## src/rtl/ael_pkg.sv

```systemverilog
// ---------------------------------------------------------------------------
// ael_pkg: shared types and constants for the expression lexer
// Token kinds, error codes, character codes and the queue entry layout.
// ---------------------------------------------------------------------------
`default_nettype none

package ael_pkg;

    // Position counter width and saturation point
    localparam int unsigned POS_BITS = 16;
    localparam logic [POS_BITS-1:0] POS_MAX = '1;

    // Output field widths
    localparam int unsigned VALUE_W = 63;
    localparam int unsigned TPOS_W  = 16;

    // Largest value that may still take one more decimal digit
    localparam logic [VALUE_W-1:0] VALUE_MUL_LIMIT = 63'h0CCC_CCCC_CCCC_CCCC;
    localparam logic [3:0]         VALUE_LAST_DIGIT = 4'd7;

    // Queue between front and back
    localparam int unsigned QUEUE_DEPTH = 4;
    localparam int unsigned QPTR_W      = $clog2(QUEUE_DEPTH);
    localparam int unsigned QCNT_W      = $clog2(QUEUE_DEPTH + 1);

    // Character codes
    localparam logic [7:0] CHAR_ZERO   = 8'h30;
    localparam logic [7:0] CHAR_NINE   = 8'h39;
    localparam logic [7:0] CHAR_PLUS   = 8'h2B;
    localparam logic [7:0] CHAR_MINUS  = 8'h2D;
    localparam logic [7:0] CHAR_STAR   = 8'h2A;
    localparam logic [7:0] CHAR_SLASH  = 8'h2F;
    localparam logic [7:0] CHAR_LPAREN = 8'h28;
    localparam logic [7:0] CHAR_RPAREN = 8'h29;
    localparam logic [7:0] CHAR_TAB    = 8'h09;
    localparam logic [7:0] CHAR_CR     = 8'h0D;
    localparam logic [7:0] CHAR_SPACE  = 8'h20;

    typedef enum logic [3:0] {
        KIND_NUMBER = 4'd0,
        KIND_PLUS   = 4'd1,
        KIND_MINUS  = 4'd2,
        KIND_STAR   = 4'd3,
        KIND_SLASH  = 4'd4,
        KIND_LPAREN = 4'd5,
        KIND_RPAREN = 4'd6,
        KIND_END    = 4'd7,
        KIND_ERROR  = 4'd8
    } t_kind;

    typedef enum logic [1:0] {
        ERR_NONE     = 2'd0,
        ERR_OVERFLOW = 2'd1,
        ERR_INVALID  = 2'd2
    } t_err;

    // One item's worth of tokens; only the first token can carry a value
    typedef struct packed {
        logic                 two;
        t_kind                kind0;
        logic [VALUE_W-1:0]   value0;
        logic [TPOS_W-1:0]    pos0;
        t_err                 err0;
        t_kind                kind1;
        logic [TPOS_W-1:0]    pos1;
        t_err                 err1;
    } t_entry;

    // Queue status seen by the back end
    typedef struct packed {
        logic   avail;
        t_entry entry;
    } t_qhead;

    // Map a position counter onto the 16-bit output field
    function automatic logic [TPOS_W-1:0] pos_field(input logic [POS_BITS-1:0] p);
        logic [31:0] w;
        w = 32'(p);
        return w[TPOS_W-1:0];
    endfunction

endpackage

`default_nettype wire

```

## src/rtl/arith_expression_lexer_top.sv

```systemverilog
// ---------------------------------------------------------------------------
// arith_expression_lexer_top: streaming arithmetic expression lexer
// Turns a byte stream into number, operator, end and error tokens.
// ---------------------------------------------------------------------------
// Usage:
//   Slave side carries one expression byte per item; tlast marks the closing
//   end item (its byte is ignored). Master side carries one token per item,
//   kind in tuser, value/position/error code in tdata; tlast marks the last
//   token caused by one input item.
//   Path: an accepted item's entry enters the queue at its accepting edge,
//   then moves into the output register once that register is empty or
//   sends its last token; its one or two tokens leave from there in order.
//   Throughput: one input item per cycle while the queue is not full. The
//   master side sends one token per cycle while the receiver is ready, so
//   an item causing two tokens (number then operator, error or end) holds
//   the output for both; a four-entry queue between the classifier and
//   the output sequencer absorbs these bursts.
//   Stall: while the receiver holds tready low the shown token stays put and
//   the queue fills; o_s_axis_tready drops only when the queue is full.
//   Reset: synchronous, active low; clears lexer state, queue and output.
// ---------------------------------------------------------------------------
`default_nettype none

module arith_expression_lexer_top (
    input  wire logic        i_clk,
    input  wire logic        i_rst_n,
    input  wire logic        i_s_axis_tvalid,
    output logic             o_s_axis_tready,
    input  wire logic [7:0]  i_s_axis_tdata,   // [7:0] char_byte
    input  wire logic        i_s_axis_tlast,   // is_end
    output logic             o_m_axis_tvalid,
    input  wire logic        i_m_axis_tready,
    output logic [87:0]      o_m_axis_tdata,   // [62:0] token_value, [78:63] token_position,
                                               // [80:79] error_code, [87:81] zero
    output logic [3:0]       o_m_axis_tuser,   // [3:0] token_kind
    output logic             o_m_axis_tlast    // last_of_run
);

    ael_pkg::t_entry               entry;
    ael_pkg::t_qhead               head;
    logic                          push;
    logic                          pop;
    logic                          full;
    logic                          fire_in;
    ael_pkg::t_kind                kind;
    logic [ael_pkg::VALUE_W-1:0]   value;
    logic [ael_pkg::TPOS_W-1:0]    pos;
    ael_pkg::t_err                 err;

    assign o_s_axis_tready = !full;
    assign fire_in         = i_s_axis_tvalid && !full;

    ael_front u_front (
        .i_clk   (i_clk),
        .i_rst_n (i_rst_n),
        .i_fire  (fire_in),
        .i_char  (i_s_axis_tdata),
        .i_end   (i_s_axis_tlast),
        .o_entry (entry),
        .o_push  (push)
    );

    ael_queue u_queue (
        .i_clk   (i_clk),
        .i_rst_n (i_rst_n),
        .i_push  (push),
        .i_entry (entry),
        .i_pop   (pop),
        .o_head  (head),
        .o_full  (full)
    );

    ael_back u_back (
        .i_clk   (i_clk),
        .i_rst_n (i_rst_n),
        .i_head  (head),
        .o_pop   (pop),
        .o_valid (o_m_axis_tvalid),
        .i_ready (i_m_axis_tready),
        .o_kind  (kind),
        .o_value (value),
        .o_pos   (pos),
        .o_err   (err),
        .o_last  (o_m_axis_tlast)
    );

    // Pack master payload
    assign o_m_axis_tuser = kind;
    assign o_m_axis_tdata = {7'd0, err, pos, value};

endmodule

`default_nettype wire

```

## src/rtl/ael_front.sv

```systemverilog
// ---------------------------------------------------------------------------
// ael_front: byte classifier and number accumulator
// Takes one byte or end item per cycle, updates the lexer state and builds
// the one or two tokens the item causes as a single queue entry.
// ---------------------------------------------------------------------------
`default_nettype none

module ael_front (
    input  wire logic          i_clk,
    input  wire logic          i_rst_n,
    input  wire logic          i_fire,
    input  wire logic [7:0]    i_char,
    input  wire logic          i_end,
    output ael_pkg::t_entry    o_entry,
    output logic               o_push
);

    logic [ael_pkg::VALUE_W-1:0]  r_acc,    n_acc;
    logic                         r_active, n_active;
    logic [ael_pkg::POS_BITS-1:0] r_start,  n_start;
    logic [ael_pkg::POS_BITS-1:0] r_pos,    n_pos;
    logic                         r_err,    n_err;

    logic                         char_digit;
    logic                         char_blank;
    logic                         is_op;
    ael_pkg::t_kind               op_kind;
    logic [3:0]                   digit;
    logic [ael_pkg::VALUE_W-1:0]  base;
    logic [ael_pkg::POS_BITS-1:0] start_v;
    logic                         ovf;
    ael_pkg::t_kind               kb;
    ael_pkg::t_err                eb;
    logic                         has_b;
    logic [ael_pkg::TPOS_W-1:0]   pos_f;
    logic [ael_pkg::TPOS_W-1:0]   start_f;

    // Classify the byte
    always_comb begin
        char_digit = (i_char >= ael_pkg::CHAR_ZERO) && (i_char <= ael_pkg::CHAR_NINE);
        char_blank = ((i_char >= ael_pkg::CHAR_TAB) && (i_char <= ael_pkg::CHAR_CR))
                     || (i_char == ael_pkg::CHAR_SPACE);
        digit      = 4'(i_char - ael_pkg::CHAR_ZERO);
        is_op      = 1'b1;
        unique case (i_char)
            ael_pkg::CHAR_PLUS:   op_kind = ael_pkg::KIND_PLUS;
            ael_pkg::CHAR_MINUS:  op_kind = ael_pkg::KIND_MINUS;
            ael_pkg::CHAR_STAR:   op_kind = ael_pkg::KIND_STAR;
            ael_pkg::CHAR_SLASH:  op_kind = ael_pkg::KIND_SLASH;
            ael_pkg::CHAR_LPAREN: op_kind = ael_pkg::KIND_LPAREN;
            ael_pkg::CHAR_RPAREN: op_kind = ael_pkg::KIND_RPAREN;
            default: begin
                op_kind = ael_pkg::KIND_ERROR;
                is_op   = 1'b0;
            end
        endcase
    end

    // Digit path: value so far and overflow check
    always_comb begin
        base    = r_active ? r_acc : '0;
        start_v = r_active ? r_start : r_pos;
        ovf     = (base > ael_pkg::VALUE_MUL_LIMIT)
                  || ((base == ael_pkg::VALUE_MUL_LIMIT) && (digit > ael_pkg::VALUE_LAST_DIGIT));
        pos_f   = ael_pkg::pos_field(r_pos);
        start_f = ael_pkg::pos_field(r_start);
        // Operator or error token that a non-digit byte may give
        has_b   = is_op || !char_blank;
        kb      = is_op ? op_kind : ael_pkg::KIND_ERROR;
        eb      = is_op ? ael_pkg::ERR_NONE : ael_pkg::ERR_INVALID;
    end

    // Next state and token entry
    always_comb begin
        n_acc    = r_acc;
        n_active = r_active;
        n_start  = r_start;
        n_pos    = r_pos;
        n_err    = r_err;
        o_push   = 1'b0;
        o_entry  = '{two: 1'b0, kind0: ael_pkg::KIND_NUMBER, value0: '0, pos0: '0,
                     err0: ael_pkg::ERR_NONE, kind1: ael_pkg::KIND_NUMBER, pos1: '0,
                     err1: ael_pkg::ERR_NONE};
        if (i_fire) begin
            if (i_end) begin
                // Unless halted by an error, flush number and emit end token; then clear everything
                if (!r_err) begin
                    o_push = 1'b1;
                    if (r_active) begin
                        o_entry.two    = 1'b1;
                        o_entry.kind0  = ael_pkg::KIND_NUMBER;
                        o_entry.value0 = r_acc;
                        o_entry.pos0   = start_f;
                        o_entry.kind1  = ael_pkg::KIND_END;
                        o_entry.pos1   = pos_f;
                    end else begin
                        o_entry.kind0  = ael_pkg::KIND_END;
                        o_entry.pos0   = pos_f;
                    end
                end
                n_acc    = '0;
                n_active = 1'b0;
                n_start  = '0;
                n_pos    = '0;
                n_err    = 1'b0;
            end else if (!r_err) begin
                if (char_digit) begin
                    if (ovf) begin
                        o_push        = 1'b1;
                        o_entry.kind0 = ael_pkg::KIND_ERROR;
                        o_entry.pos0  = ael_pkg::pos_field(start_v);
                        o_entry.err0  = ael_pkg::ERR_OVERFLOW;
                        n_err         = 1'b1;
                        n_active      = 1'b0;
                        n_acc         = '0;
                        n_start       = start_v;
                    end else begin
                        // x10 as two shifts and an add
                        n_acc    = (base << 3) + (base << 1) + ael_pkg::VALUE_W'(digit);
                        n_active = 1'b1;
                        n_start  = start_v;
                    end
                end else begin
                    if (r_active) begin
                        o_push         = 1'b1;
                        o_entry.two    = has_b;
                        o_entry.kind0  = ael_pkg::KIND_NUMBER;
                        o_entry.value0 = r_acc;
                        o_entry.pos0   = start_f;
                        o_entry.kind1  = kb;
                        o_entry.pos1   = pos_f;
                        o_entry.err1   = eb;
                    end else begin
                        o_push         = has_b;
                        o_entry.kind0  = kb;
                        o_entry.pos0   = pos_f;
                        o_entry.err0   = eb;
                    end
                    n_active = 1'b0;
                    n_acc    = '0;
                    if (!is_op && !char_blank) begin
                        n_err = 1'b1;
                    end
                end
                // Advance position, saturating
                if (r_pos != ael_pkg::POS_MAX) begin
                    n_pos = r_pos + 1'b1;
                end
            end
        end
    end

    // State registers
    always_ff @(posedge i_clk) begin
        if (!i_rst_n) begin
            r_acc    <= '0;
            r_active <= 1'b0;
            r_start  <= '0;
            r_pos    <= '0;
            r_err    <= 1'b0;
        end else begin
            r_acc    <= n_acc;
            r_active <= n_active;
            r_start  <= n_start;
            r_pos    <= n_pos;
            r_err    <= n_err;
        end
    end

endmodule

`default_nettype wire

```

## src/rtl/ael_queue.sv

```systemverilog
// ---------------------------------------------------------------------------
// ael_queue: short FIFO of token entries
// Decouples the classifier from the output side; one push and one pop per
// cycle.
// ---------------------------------------------------------------------------
`default_nettype none

module ael_queue (
    input  wire logic             i_clk,
    input  wire logic             i_rst_n,
    input  wire logic             i_push,
    input  wire ael_pkg::t_entry  i_entry,
    input  wire logic             i_pop,
    output ael_pkg::t_qhead       o_head,
    output logic                  o_full
);

    ael_pkg::t_entry             r_mem [ael_pkg::QUEUE_DEPTH];
    logic [ael_pkg::QPTR_W-1:0]  r_wr, n_wr;
    logic [ael_pkg::QPTR_W-1:0]  r_rd, n_rd;
    logic [ael_pkg::QCNT_W-1:0]  r_cnt, n_cnt;
    logic                        do_pop;

    assign o_full       = (r_cnt == ael_pkg::QCNT_W'(ael_pkg::QUEUE_DEPTH));
    assign o_head.avail = (r_cnt != '0);
    assign o_head.entry = r_mem[r_rd];
    assign do_pop       = i_pop && o_head.avail;

    // Advance pointers and count
    always_comb begin
        n_wr  = r_wr;
        n_rd  = r_rd;
        n_cnt = r_cnt;
        if (i_push) begin
            n_wr = (r_wr == ael_pkg::QPTR_W'(ael_pkg::QUEUE_DEPTH - 1)) ? '0 : r_wr + 1'b1;
        end
        if (do_pop) begin
            n_rd = (r_rd == ael_pkg::QPTR_W'(ael_pkg::QUEUE_DEPTH - 1)) ? '0 : r_rd + 1'b1;
        end
        if (i_push && !do_pop) begin
            n_cnt = r_cnt + 1'b1;
        end else if (!i_push && do_pop) begin
            n_cnt = r_cnt - 1'b1;
        end
    end

    always_ff @(posedge i_clk) begin
        if (!i_rst_n) begin
            r_wr  <= '0;
            r_rd  <= '0;
            r_cnt <= '0;
        end else begin
            r_wr  <= n_wr;
            r_rd  <= n_rd;
            r_cnt <= n_cnt;
        end
    end

    // Store entries
    always_ff @(posedge i_clk) begin
        if (i_push) begin
            r_mem[r_wr] <= i_entry;
        end
    end

endmodule

`default_nettype wire

```

## src/rtl/ael_back.sv

```systemverilog
// ---------------------------------------------------------------------------
// ael_back: token sequencer and output register
// Holds one queue entry and sends its one or two tokens on the master side,
// marking the last token of the entry.
// ---------------------------------------------------------------------------
`default_nettype none

module ael_back (
    input  wire logic                         i_clk,
    input  wire logic                         i_rst_n,
    input  wire ael_pkg::t_qhead              i_head,
    output logic                              o_pop,
    output logic                              o_valid,
    input  wire logic                         i_ready,
    output ael_pkg::t_kind                    o_kind,
    output logic [ael_pkg::VALUE_W-1:0]       o_value,
    output logic [ael_pkg::TPOS_W-1:0]        o_pos,
    output ael_pkg::t_err                     o_err,
    output logic                              o_last
);

    ael_pkg::t_entry r_ent;
    logic            r_have, n_have;
    logic            r_idx,  n_idx;
    logic            fire;

    assign fire    = r_have && i_ready;
    assign o_valid = r_have;
    assign o_last  = r_idx || !r_ent.two;

    // Select the token being shown
    always_comb begin
        if (r_idx) begin
            o_kind  = r_ent.kind1;
            o_value = '0;
            o_pos   = r_ent.pos1;
            o_err   = r_ent.err1;
        end else begin
            o_kind  = r_ent.kind0;
            o_value = r_ent.value0;
            o_pos   = r_ent.pos0;
            o_err   = r_ent.err0;
        end
    end

    // Step through the entry, load the next one when done
    always_comb begin
        n_have = r_have;
        n_idx  = r_idx;
        o_pop  = 1'b0;
        if (!r_have || (fire && o_last)) begin
            o_pop  = i_head.avail;
            n_have = i_head.avail;
            n_idx  = 1'b0;
        end else if (fire) begin
            n_idx = 1'b1;
        end
    end

    always_ff @(posedge i_clk) begin
        if (!i_rst_n) begin
            r_have <= 1'b0;
            r_idx  <= 1'b0;
        end else begin
            r_have <= n_have;
            r_idx  <= n_idx;
        end
    end

    // Hold entry payload
    always_ff @(posedge i_clk) begin
        if (o_pop) begin
            r_ent <= i_head.entry;
        end
    end

endmodule

`default_nettype wire

```

## config.mk

```make
export PLATFORM = sky130hd
export DESIGN_NAME = arith_expression_lexer_top
export DESIGN_NICKNAME = d
export VERILOG_FILES = /design/src/rtl/ael_pkg.sv /design/src/rtl/arith_expression_lexer_top.sv /design/src/rtl/ael_front.sv /design/src/rtl/ael_queue.sv /design/src/rtl/ael_back.sv
export SDC_FILE = /design/constraint.sdc
export NUM_CORES = 1
export LEC_CHECK = 0
export BUFFER_PORTS_ARGS = -buffer_cell sky130_fd_sc_hd__buf_2
export CAP_MARGIN = 10
export CORE_MARGIN = 2
export CORE_UTILIZATION = 45
export CTS_CLUSTER_DIAMETER = 100
export DETAILED_ROUTE_END_ITERATION = 8
export PLACE_DENSITY = 0.66
export SLEW_MARGIN = 25
export SYNTH_ARGS = -nofsm -noshare
export SYNTH_HDL_FRONTEND = slang
export SYNTH_HIERARCHICAL = 1
export SYNTH_SLANG_ARGS = --single-unit
export TNS_END_PERCENT = 50
```

## constraint.sdc

```tcl
create_clock -name i_clk -period 10.1 [get_ports i_clk]
set_input_delay 2.02 -clock i_clk [delete_from_list [all_inputs] [get_ports i_clk]]
set_output_delay 2.02 -clock i_clk [all_outputs]
set_load 0.005 [all_outputs]
```

======== Word-level counts from Yosys, hierarchy flattened ========
Memory sizes are Yosys's and may differ from the RTL's. A register that Yosys moved wholly into a read port is not among the register bits.
Cells that the tools add are included.
storage, ports and cells
  bits in writable memories ............... 432
  output and inout port bits .............. 95
  bits of input ports ..................... 13
  memories kept ........................... 1
  logic and storage cells ................. 134
  register bits after elaboration ......... 106
memories
  name           words  width  rd ports  clocked after memory_dff  wr ports  RTL line         source
  u_queue.r_mem  4      108    1         1                         1         ael_queue.sv:18  ael_pkg::t_entry r_mem [ael_pkg::QUEUE_DEPTH];
operators by class
  reduce and logical (&&, ||, !) cells .... 31
  equal/unequal tests ..................... 13
  $lt $le $gt $ge ......................... 6
  $add $sub $neg .......................... 8
  multiplexer cells ....................... 64
  bitwise gates (word level) .............. 1
operator list
  cell                   number
  $mux 63                7
  $mux 108               2
  $mux 84                2
  $mux 16                8
  $add 63x4->63          1
  $add 63x63->63         1
  $eq 63x60->1 const B   1
  $gt 63x60->1 const B   1
  $eq 8x6->1 const B     7
  $mux 22                2
  $mux 20                2
  $mux 18                2
  $pmux 4 s6             1
  $mux 1                 22
  $mux 4                 5
  $mux 19                1
  $add 16x1->16 const B  1
  $ne 16x16->1 const B   1
  $mux 2                 7
  $logic_and 1x1->1      10
  $mux 3                 3
  $ge 8x4->1 const B     1
  $ge 8x6->1 const B     1
  $le 8x4->1 const B     1
  other kinds (18)       33

======== Depth between registers and ports, before layout ========
Gate-level depths: netlist (run 1).
  word-level depth ........................ 14
  gate-level depth with buffers ........... 17
  gate-level depth less buffers ........... 15

======== Hierarchy ========
The synthesis (run 1) kept the hierarchy.
modules (own cells, without submodules)
  module                      sequential area each (µm²)  instances  area each (µm²)  cells each
  ael_queue                   13152.6                     1          16002.8          610
  ael_front                   1941.9                      1          9843.2           1295
  ael_back                    3283.1                      1          4015.1           211
  arith_expression_lexer_top  0.0                         1          66.3             10

======== Worst setup path after synthesis (run 1) ========
Ideal clock, no wire load.
  kind .................................... input-to-reg
  start ................................... input i_m_axis_tready
  end ..................................... register u_queue/r_cnt[2] (netlist name)
  path slack .............................. 1002 ps
  cell stages on the path ................. 9
  setup time .............................. 76 ps
  arrival ................................. 9023 ps
  data required time ...................... 10024 ps
  buffers on the path ..................... 0
  path through ............................ a21boi_0 -> nor2b_1 -> o31ai_1 -> ha_1 -> inv_1 -> fa_1 -> xor2_1 -> or3_1 -> a21boi_0
between the ends
  cells in the longest elaborated chain, start to end .. 8
  elaborated cells on any way between the ends .. 10
  classes of those cells .................. mux: 2; reduce/logical: 8
ends and longest elaborated chain
  item                                                RTL line                          source
  start, declared                                     arith_expression_lexer_top.sv:32  input wire logic i_m_axis_tready,
  $logic_and 1x1->1 (*)                               ael_back.sv:27                    assign fire = r_have && i_ready;
  $logic_and 1x1->1 (*)                               ael_back.sv:51                    if (!r_have || (fire && o_last)) begin
  $logic_or 1x1->1 (*)                                ael_back.sv:51
  $mux 1 (*)                                          ael_back.sv:51
  net pop                                             arith_expression_lexer_top.sv:42  logic pop;
  $logic_and 1x1->1 (*)                               ael_queue.sv:27                   assign do_pop = i_pop && o_head.avail;
  $logic_not 1->1                                     ael_queue.sv:40                   if (i_push && !do_pop) begin
  $logic_and 1x1->1                                   ael_queue.sv:40
  $mux 3 / $reduce_bool 2->1 (equally long branches)  n/a
  end signal, assigned                                ael_queue.sv:55                   r_cnt <= n_cnt;
  end, declared                                       ael_queue.sv:21                   logic [ael_pkg::QCNT_W-1:0] r_cnt, n_cnt;
Mark *: on every way through the listed nets, which the timed path passes. The rest lies on a longest branch.
A chain may end at the register's enable or synchronous reset.

======== Worst setup path in the final report (run 1) ========
  start ................................... register u_front.r_active
  end ..................................... memory u_queue/r_mem[3][67] (netlist name) (enable)
between the ends
  cells in the longest elaborated chain, start to end .. 11
  elaborated cells on any way between the ends .. 13
  classes of those cells .................. order compare: 1; eq/ne: 1; mux: 9; reduce/logical: 2
ends and longest elaborated chain
  item                                                                  RTL line                          source
  start, declared                                                       ael_front.sv:19                   logic r_active, n_active;
  start signal, assigned                                                ael_front.sv:163                  r_active <= n_active;
  parallel branches: the longest is 5 deep, another holds $gt 63x60->1  n/a
  $mux 1 (*)                                                            ael_front.sv:107                  if (char_digit) begin
  $mux 1 (*)                                                            ael_front.sv:106                  end else if (!r_err) begin
  $mux 1 (*)                                                            ael_front.sv:85                   if (i_end) begin
  $mux 1 (*)                                                            ael_front.sv:84                   if (i_fire) begin
  net push                                                              arith_expression_lexer_top.sv:41  logic push;
  $mux 1 (*)                                                            ael_queue.sv:61                   if (i_push) begin
  $mux 1 (implied by the code) (*)                                      ael_queue.sv:62                   r_mem[r_wr] <= i_entry;
  end, declared                                                         ael_queue.sv:18
Mark *: on every way through the listed nets, which the timed path passes.

==> results of run 1 <==
[registers in the layout, indices dropped and copies added, names as in the netlist, named ones only]
signal	flops
u_front/r_start	16
u_back/r_ent	108
u_queue/r_wr	2
u_queue/r_rd	2
u_queue/r_mem	432
u_front/r_active	1
u_front/pos_f	16
u_back/r_idx	1
u_front/r_err	1
u_queue/r_cnt	3
u_back/o_valid	1
u_front/r_acc	63
[final timing paths]
kind         depth (start not counted)              endpoint               from
max                                 11  u_queue/r_mem[3][67]   u_front/r_active
max reg2reg                         11  u_queue/r_mem[3][67]   u_front/r_active
min                                  2     u_front/r_acc[62]  u_front/r_acc[62]
min reg2reg                          2     u_front/r_acc[62]  u_front/r_acc[62]
[cell type report]
type,count,share of cell area
sequential,648,0.5532
multi-input combinational,1346,0.3292
clock buffer,83,0.05314
tap,864,0.03252
timing repair buffer,118,0.01983
clock inverter,35,0.009334
inverter,24,0.002710
antenna,1,0.00007527
[power by group through the flow]
stage | combinational [uW] | sequential, uW | clock (uW)
2_1_floorplan | 957 | 3620 | 0
3_3_place_gp | 1390 | 3660 | 0
3_5_place_dp | 1410 | 3660 | 0
4_1_cts | 1420 | 3610 | 2410
5_1_grt | 1510 | 3650 | 2500
6_report | 1380 | 3600 | 2350
[per-stage QoR]
step / setup slack [ns] / hold WS (ns) / total power (uW)
2_1_floorplan: 1.002 / 0.4426 / 4578
3_3_place_gp: 4.166 / 0.4704 / 5047
3_5_place_dp: 4.062 / 0.4816 / 5074
4_1_cts: 4.429 / 0.4913 / 7444
5_1_grt: 4.014 / 0.5126 / 7660
6_report: 4.410 / 0.4934 / 7328
[worst max-delay path, stage by stage (launching register included)]
cell and delay, ns:
dfxtp_2 0.53, buf_4 0.44, and3_1 0.24, nand4_1 0.14, nor4_1 0.56, o2111a_1 0.29
o21ai_2 0.14, nand2_1 0.10, nand2_1 0.44, nor2_1 0.63, and2_4 0.75, buf_4 0.87
[cells in the mapped netlist (8+ instances only)]
cell      instances
o211ai_1         11
mux4_2          108
buf_2            24
a21oi_1          96
o21bai_1         11
or3_1             8
mux2_2           22
nor2_1           99
and3_1            9
clkbuf_1         71
o21ai_2          10
nand3_1          22
a22oi_1          48
nand4_1          33
edfxtp_1        540
o21ai_0          74
nor2b_1         121
buf_4            10
xnor2_1          33
dfxtp_1         108
a21o_1           36
ha_1            127
nor3_1           22
inv_1            24
mux2i_1          21
a31oi_1           8
xor2_1           39
nand2_1         125
and2_1          145
[per-layer routing]
layer	vias to the layer above	global-route usage	part of all wire
met5	-	0	0
met4	0	0.05824	0.020
met3	89	0.02392	0.042
met2	417	0.3352	0.50
met1	9023	0.2656	0.44
li1	8244	-	-
[kinds of logic (layout without fill, tap and decap cells)]
| group | count (synthesis) | in the layout | share of synthesized area |
|---|---|---|---|
| simple gates | 621 | 621 | 0.1113 |
| other cells | 2 | 9 | 0.0002509 |
| flops | 648 | 648 | 0.6141 |
| fa+ha+maj | 129 | 129 | 0.05443 |
| compound gates | 365 | 365 | 0.08031 |
| xor+xnor | 72 | 72 | 0.02107 |
| buf+inv | 138 | 260 | 0.02203 |
| mux | 151 | 151 | 0.09658 |
==> flow_metrics.env, run 1 <==
export IMPL_drive_gt1_frac=0.1721
export IMPL_grt_pass1_vias=17960
export IMPL_final_area_mm2=0.03324
export IMPL_period_share=0.5634
export IMPL_clk_insertion_delay_late_ns=0.60
export IMPL_peakVddDrop_mv=0.1647
export IMPL_r2r_slack_ns=4.41
export IMPL_setup_viol=0
export IMPL_ys_seq_area_frac=0.6141
export IMPL_final_setup_tns_ns=0
export IMPL_yosysTopAreaCell="edfxtp_1"
export IMPL_yosys_warnings=6
export IMPL_switching_power_uw=1902
export IMPL_async_reset_ff_frac=0
export IMPL_maxSlewViolCount=0
export IMPL_switching_share=0.2595
export IMPL_route_detailed_drc=0
export IMPL_fillers=5455
export IMPL_holdCritPathClass="reg2reg"
export IMPL_period_minus_slack_ns=5.690
export IMPL_startpoint_type="flop"
export IMPL_worst_pin_slew_ns=1.009
export IMPL_start_util=0.4552
export IMPL_syn_to_final_growth_pct=11.08
export IMPL_hold_viol=0
export IMPL_grt_pass1_wl_um=103400
export IMPL_fin_skew_ns=0.02185
export IMPL_cts_inserted_buffers=66
export IMPL_nets=2346
export IMPL_worst_path_max_fanout=62
export IMPL_rows=94
export IMPL_core_area_mm2=0.06575
export IMPL_dp_hpwl_um=43240
export IMPL_p_leak_uw=0.01197
export IMPL_netlist_instances=2126
export IMPL_drt_iter0_markers=1282
export IMPL_boundaryPins=108
export IMPL_cts_tree="done"
export IMPL_synth_top_area_share=0.5418
export IMPL_rsz0062_at_grt="false"
export IMPL_synthesis_area_mm2=0.02993
export IMPL_wl_per_cell_um=21.31
export IMPL_cts_hold_buf=0
export IMPL_crit_arrival_ns=5.90
export IMPL_firstDrtPassIters=7
export IMPL_avgViaCountPerCell=5.698
export IMPL_critPathCaptureType="flop"
export IMPL_synthFlopType="edfxtp_1"
export IMPL_grt_remaining_overflow=0
export IMPL_maxCapViolations=0
export IMPL_num_vias=17770
export IMPL_grt_max_degree=79
export IMPL_final_common_cell="edfxtp_1"
export IMPL_worst_ep_required_time_ns=10.31
export IMPL_crit_type="reg2reg"
export IMPL_avgSynthCellArea_um2=14.08
export IMPL_routed_wl_um=66460
export IMPL_mostFrequentLayoutCells="edfxtp_1, and2_1, ha_1"
export IMPL_utilization=0.5057
export IMPL_power_density_mw_per_mm2=220.4
export IMPL_internal_power_uw=5426
export IMPL_clkPwrFrac=0.320
export IMPL_clkTransAtPathRegs_ns=0.06
export IMPL_relSlewSlack=0.3274
export IMPL_status="finished clean"
export IMPL_clock_path_buffers=3
export IMPL_placed_cell_area_mm2=0.03116
export IMPL_ys_top_cells_by_area="edfxtp_1, mux4_2, dfxtp_1"
export IMPL_cts_sinks=648
export IMPL_grt_antenna_before_repair=1
export IMPL_place_inst=3000
export IMPL_seqPwrFrac=0.492
export IMPL_drt_antenna_violating_nets=0
export IMPL_synthDistinctLibCells=83
export IMPL_dieHeight_um=261.9
export IMPL_grt_use_total=0.1967
export IMPL_cts_root_buffer="clkbuf_16"
export IMPL_clock_fmax_ghz=0.1757
export IMPL_die_w_um=261.9
export IMPL_seq_area_mm2=0.01839
export IMPL_die_area_mm2=0.06858
export IMPL_io_buffers=100
export IMPL_p_comb_frac=0.188
export IMPL_synth_edff_count=540
export IMPL_ys_seq_elements=648
export IMPL_multi_input_area_mm2=0.01094
export IMPL_cts_setup_buffers=0
export IMPL_cts_resized_gates=0
export IMPL_htree_levels=3
export IMPL_gp_congestion=0.9474
export IMPL_final_cells=3119
Power figures use the tool's default switching activity.
==> run 2: changes to the inputs <==
PLACE_DENSITY = 0.68   (was 0.66)
clock period = 4.8 ns   (was 10.1 ns; I/O delays follow)
==> flow_metrics.env, run 2 (same netlist as run 1, synthesis figures left out) <==
export IMPL_cts_setup_buffers=0
export IMPL_die_area_mm2=0.06858
export IMPL_rsz0062_at_grt="false"
export IMPL_cts_resized_gates=0
export IMPL_maxCapViolations=0
export IMPL_cts_hold_buf=0
export IMPL_placed_cell_area_mm2=0.03141
export IMPL_avgViaCountPerCell=5.646
export IMPL_largest_register_ffs=432
export IMPL_internal_power_uw=11570
export IMPL_cts_sinks=648
export IMPL_boundaryPins=108
export IMPL_final_setup_tns_ns=0
export IMPL_worst_ep_required_time_ns=5.26
export IMPL_holdCritPathClass="reg2reg"
export IMPL_die_w_um=261.9
export IMPL_num_vias=17710
export IMPL_period_share=0.8962
export IMPL_final_common_cell="edfxtp_1"
export IMPL_multi_input_area_mm2=0.01094
export IMPL_total_power_uw=15570
export IMPL_htree_levels=3
export IMPL_fin_skew_ns=0.01679
export IMPL_hold_viol=0
export IMPL_worst_path_max_fanout=35
export IMPL_start_util=0.4552
export IMPL_status="finished clean"
export IMPL_syn_to_final_growth_pct=12.11
export IMPL_peakVddDrop_mv=0.6936
export IMPL_critPathTopFamily="compound AO/OA/AOI/OAI gates"
export IMPL_core_area_mm2=0.06575
export IMPL_cp_startpoint="u_front/r_active"
export IMPL_cts_root_buffer="clkbuf_16"
export IMPL_cp_cell_sequence="nand2_1, xnor2_1, ha_1, a31o_2, ha_1, a211oi_1, o211ai_1, a21oi_1, o41ai_1, a2111oi_0, nor2_1, a21oi_1, xnor2_1, o21ai_2"
export IMPL_seqPwrFrac=0.483
export IMPL_switching_share=0.2573
export IMPL_grt_antenna_before_repair=3
export IMPL_io_buffers=100
export IMPL_drt_antenna_violating_nets=0
export IMPL_clock_path_buffers=3
export IMPL_relSlewSlack=0.3181
export IMPL_power_density_mw_per_mm2=464.2
export IMPL_dp_hpwl_um=42460
export IMPL_gp_congestion=0.9046
export IMPL_crit_cells=14
export IMPL_routed_wl_um=66400
export IMPL_p_leak_uw=0.01210
export IMPL_switching_power_uw=4007
export IMPL_rows=94
export IMPL_grt_pass1_vias=18350
export IMPL_route_detailed_drc=0
export IMPL_grt_pass1_wl_um=104200
export IMPL_cts_tree="done"
export IMPL_clkTransAtPathRegs_ns=0.06
export IMPL_wl_per_cell_um=21.17
export IMPL_num_antenna_cells=0
export IMPL_grt_max_degree=109
export IMPL_p_comb_frac=0.192
export IMPL_period_minus_slack_ns=4.302
export IMPL_cts_inserted_buffers=67
export IMPL_clock_fmax_ghz=0.2325
export IMPL_top_regs="u_queue/r_mem: 432 flops, u_back/r_ent: 108 flops, u_front/r_acc: 63 flops"
export IMPL_mostFrequentLayoutCells="edfxtp_1, and2_1, ha_1"
export IMPL_timing_rr_start="u_front/r_active"
export IMPL_startpoint_type="flop"
export IMPL_dieHeight_um=261.9
export IMPL_maxSlewViolCount=0
export IMPL_crit_type="reg2reg"
export IMPL_worstHoldStart="u_back/o_valid"
export IMPL_slowest_delay_ns=0.92
export IMPL_regMostFlops="u_queue/r_mem"
export IMPL_final_area_mm2=0.03355
export IMPL_hold_path_depth=1
export IMPL_setup_viol=0
export IMPL_clkPwrFrac=0.326
export IMPL_rr_worst_depth=14
export IMPL_nets=2363
export IMPL_grt_use_total=0.1966
export IMPL_critPathCaptureType="flop"
export IMPL_worst_pin_slew_ns=1.010
export IMPL_crit_buf_inv=0
export IMPL_drt_iter0_markers=1425
export IMPL_drive_gt1_frac=0.1769
export IMPL_clk_insertion_delay_late_ns=0.60
export IMPL_grt_remaining_overflow=0
export IMPL_seq_area_mm2=0.01839
export IMPL_firstDrtPassIters=5
export IMPL_cp_slowest_cell="o41ai_1"
export IMPL_fillers=5464
export IMPL_crit_arrival_ns=4.77
run 2: metal layers:
layer	vias up	GRT usage	wire [um]	part of all wire
li1	8290	-	-	-
met1	8925	0.2604	28760	0.43
met2	393	0.3385	33180	0.50
met3	98	0.02701	3070	0.046
met4	4	0.05792	1360	0.020
met5	-	0	21	0.00032
run 2: cell type report:
type                            count  share of cell area
Clock buffer                       93             0.05564
Timing Repair Buffer              134             0.02700
Sequential cell                   648              0.5481
Clock inverter                     28            0.008204
Inverter                           24            0.002685
Multi-Input combinational cell   1346              0.3261
Tap cell                          864             0.03222
run 2: worst reg2reg max path: stages (launching register included):
cell       delay (ns)
dfxtp_2          0.65
nand2_1          0.21
xnor2_1          0.18
ha_1             0.19
a31o_2           0.21
ha_1             0.36
a211oi_1         0.15
o211ai_1         0.18
a21oi_1          0.12
o41ai_1          0.92
a2111oi_0        0.27
nor2_1           0.32
a21oi_1          0.14
xnor2_1          0.22
o21ai_2          0.06
run 2: worst paths after layout:
check | end | slack [ns]
setup / recovery | u_front/r_acc[62] | 0.50
hold / removal | u_back/r_idx | 0.49
setup reg to reg | u_front/r_acc[62] | 0.50
hold reg to reg | u_back/r_idx | 0.49
run 2: power by group through the flow:
stage	logic, uW	registers (uW)	clock network (uW)
floorplan	2020	7510	0
global placement	3010	7620	0
global route	3260	7600	5430
finish	2980	7520	5070
CTS	3080	7540	5210
detailed placement	3060	7650	0
run 2: stage by stage:
step / instances / hold slack (ns) / util / worst slack, ns
after global routing: 3137 / 0.5043 / 0.5103 / 0.2327
after CTS: 3137 / 0.4914 / 0.5103 / 0.5083
after detailed placement: 3016 / 0.4824 / 0.4777 / 0.2972
after global placement: 3016 / 0.4670 / 0.4777 / 0.4002
final: 3137 / 0.4896 / 0.5103 / 0.4983
after floorplan: 2132 / 0.4426 / - / -0.4658
==> run 3: changes to the inputs <==
CTS_BUF_LIST = sky130_fd_sc_hd__clkbuf_4   (was unset)
==> flow_metrics.env, run 3 (same netlist as run 1, synthesis figures left out) <==
export IMPL_crit_arrival_ns=5.11
export IMPL_seqPwrFrac=0.500
export IMPL_start_util=0.4552
export IMPL_largest_register_ffs=432
export IMPL_wl_per_cell_um=20.19
export IMPL_cts_hold_buf=0
export IMPL_r2r_end="u_front/r_acc[62]"
export IMPL_core_area_mm2=0.06575
export IMPL_die_area_mm2=0.06858
export IMPL_dieHeight_um=261.9
export IMPL_grt_max_degree=109
export IMPL_critPathCaptureType="flop"
export IMPL_peakVddDrop_mv=0.6883
export IMPL_grt_pass1_wl_um=105500
export IMPL_worst_path_max_fanout=35
export IMPL_htree_levels=4
export IMPL_regMostFlops="u_queue/r_mem"
export IMPL_firstDrtPassIters=5
export IMPL_rr_worst_depth=14
export IMPL_drt_iter0_markers=1445
export IMPL_cts_resized_gates=0
export IMPL_final_common_cell="edfxtp_1"
export IMPL_rsz0062_at_grt="false"
export IMPL_r2r_slack_ns=0.54
export IMPL_startpoint_type="flop"
export IMPL_status="finished clean"
export IMPL_drive_gt1_frac=0.2245
export IMPL_die_w_um=261.9
export IMPL_top_regs="u_queue/r_mem: 432 flops, u_back/r_ent: 108 flops, u_front/r_acc: 63 flops"
export IMPL_clk_insertion_delay_late_ns=0.98
export IMPL_p_comb_frac=0.198
export IMPL_timing_rr_start="u_front/r_active"
export IMPL_relSlewSlack=0.3332
export IMPL_route_detailed_drc=0
export IMPL_final_setup_tns_ns=0
export IMPL_cts_sinks=648
export IMPL_grt_remaining_overflow=0
export IMPL_gp_congestion=0.9046
export IMPL_avgViaCountPerCell=5.527
export IMPL_boundaryPins=108
export IMPL_setup_viol=0
export IMPL_cts_inserted_buffers=165
export IMPL_power_density_mw_per_mm2=449.1
export IMPL_nets=2461
export IMPL_switching_share=0.2731
export IMPL_dp_hpwl_um=42460
export IMPL_maxSlewViolCount=0
export IMPL_mostFrequentLayoutCells="edfxtp_1, clkbuf_4, and2_1"
export IMPL_worst_pin_slew_ns=0.9872
export IMPL_utilization=0.5094
export IMPL_maxCapViolations=0
export IMPL_period_share=0.8877
export IMPL_worstHoldStart="i_m_axis_tready"
export IMPL_clkPwrFrac=0.302
export IMPL_p_leak_uw=0.01229
export IMPL_syn_to_final_growth_pct=11.90
export IMPL_rows=94
export IMPL_clock_fmax_ghz=0.2347
export IMPL_grt_antenna_before_repair=4
export IMPL_switching_power_uw=4107
export IMPL_worst_ep_required_time_ns=5.65
export IMPL_holdCritPathClass="in2reg"
export IMPL_grt_pass1_vias=19250
export IMPL_period_minus_slack_ns=4.261
export IMPL_drt_antenna_violating_nets=0
export IMPL_io_buffers=100
export IMPL_internal_power_uw=10930
export IMPL_hold_path_depth=3
export IMPL_clkTransAtPathRegs_ns=0.07
export IMPL_holdPathEnd="u_back/r_idx"
export IMPL_num_vias=18350
export IMPL_hold_viol=0
export IMPL_cts_setup_buffers=0
export IMPL_routed_wl_um=67020
export IMPL_cts_tree="done"
export IMPL_fin_skew_ns=0.04045
export IMPL_cts_root_buffer="clkbuf_4"
export IMPL_clock_path_buffers=3
export IMPL_crit_type="reg2reg"
export IMPL_grt_use_total=0.2001
[run 3: critical path: stages (launching register included)]
cell and delay, ns:
dfxtp_2 0.65, nand2_1 0.20, xnor2_1 0.18, ha_1 0.19, a31o_2 0.21, ha_1 0.36, a211oi_1 0.14, o211ai_1 0.18
a21oi_1 0.12, o41ai_1 0.90, a2111oi_0 0.27, nor2_1 0.31, a21oi_1 0.14, xnor2_1 0.22, o21ai_2 0.06
[run 3: through the flow]
stage | instances | worst slack (ns) | area, um^2 | power (uW) | hold slack (ns)
floorplan | 2132 | -0.4658 | 29960 | 9538 | 0.4426
global placement | 3016 | 0.4002 | 31410 | 10630 | 0.4670
detailed placement | 3016 | 0.2972 | 31410 | 10710 | 0.4824
CTS | 3318 | 0.5293 | 33480 | 15320 | 0.2095
global route | 3320 | 0.2395 | 33490 | 15850 | 0.2396
finish | 3320 | 0.5390 | 33490 | 15040 | 0.3484
[run 3: final cells by class]
type | count | area, um^2
fill | 5608 | 32260
clock buffer | 227 | 1704
timing repair buffer | 134 | 905.9
sequential | 648 | 18390
clock inverter | 75 | 371.6
tap | 864 | 1081
multi-input combinational | 1346 | 10940
antenna | 2 | 5.005
inverter | 24 | 90.09
[run 3: worst max path at each step]
stage                                  from                   to  slack, ns  depth (start not counted)
after detailed placement  i_s_axis_tdata[3]    u_front/r_acc[62]       0.30                         14
after global routing       u_front/r_active    u_front/r_acc[62]       0.24                         14
after floorplan            u_front/r_active  u_queue/r_mem[1][0]      -0.47                         11
after global placement    i_s_axis_tdata[3]    u_front/r_acc[62]       0.40                         14
final                      u_front/r_active    u_front/r_acc[62]       0.54                         14
after CTS                  u_front/r_active    u_front/r_acc[62]       0.53                         14
[run 3: power by group through the flow]
| stage | sequential [uW] | clock [uW] | combinational (uW) |
|---|---|---|---|
| finish | 7520 | 4540 | 2980 |
| global route | 7600 | 5000 | 3260 |
| CTS | 7530 | 4720 | 3070 |
| detailed placement | 7650 | 0 | 3060 |
| global placement | 7620 | 0 | 3010 |
| floorplan | 7510 | 0 | 2020 |
[run 3: metal layers]
layer	vias to the layer above	wire length, um	global-route usage
li1	8619	-	-
met1	9194	28630	0.2537
met2	436	33740	0.3390
met3	99	3387	0.04697
met4	2	1262	0.06645
met5	-	7	0
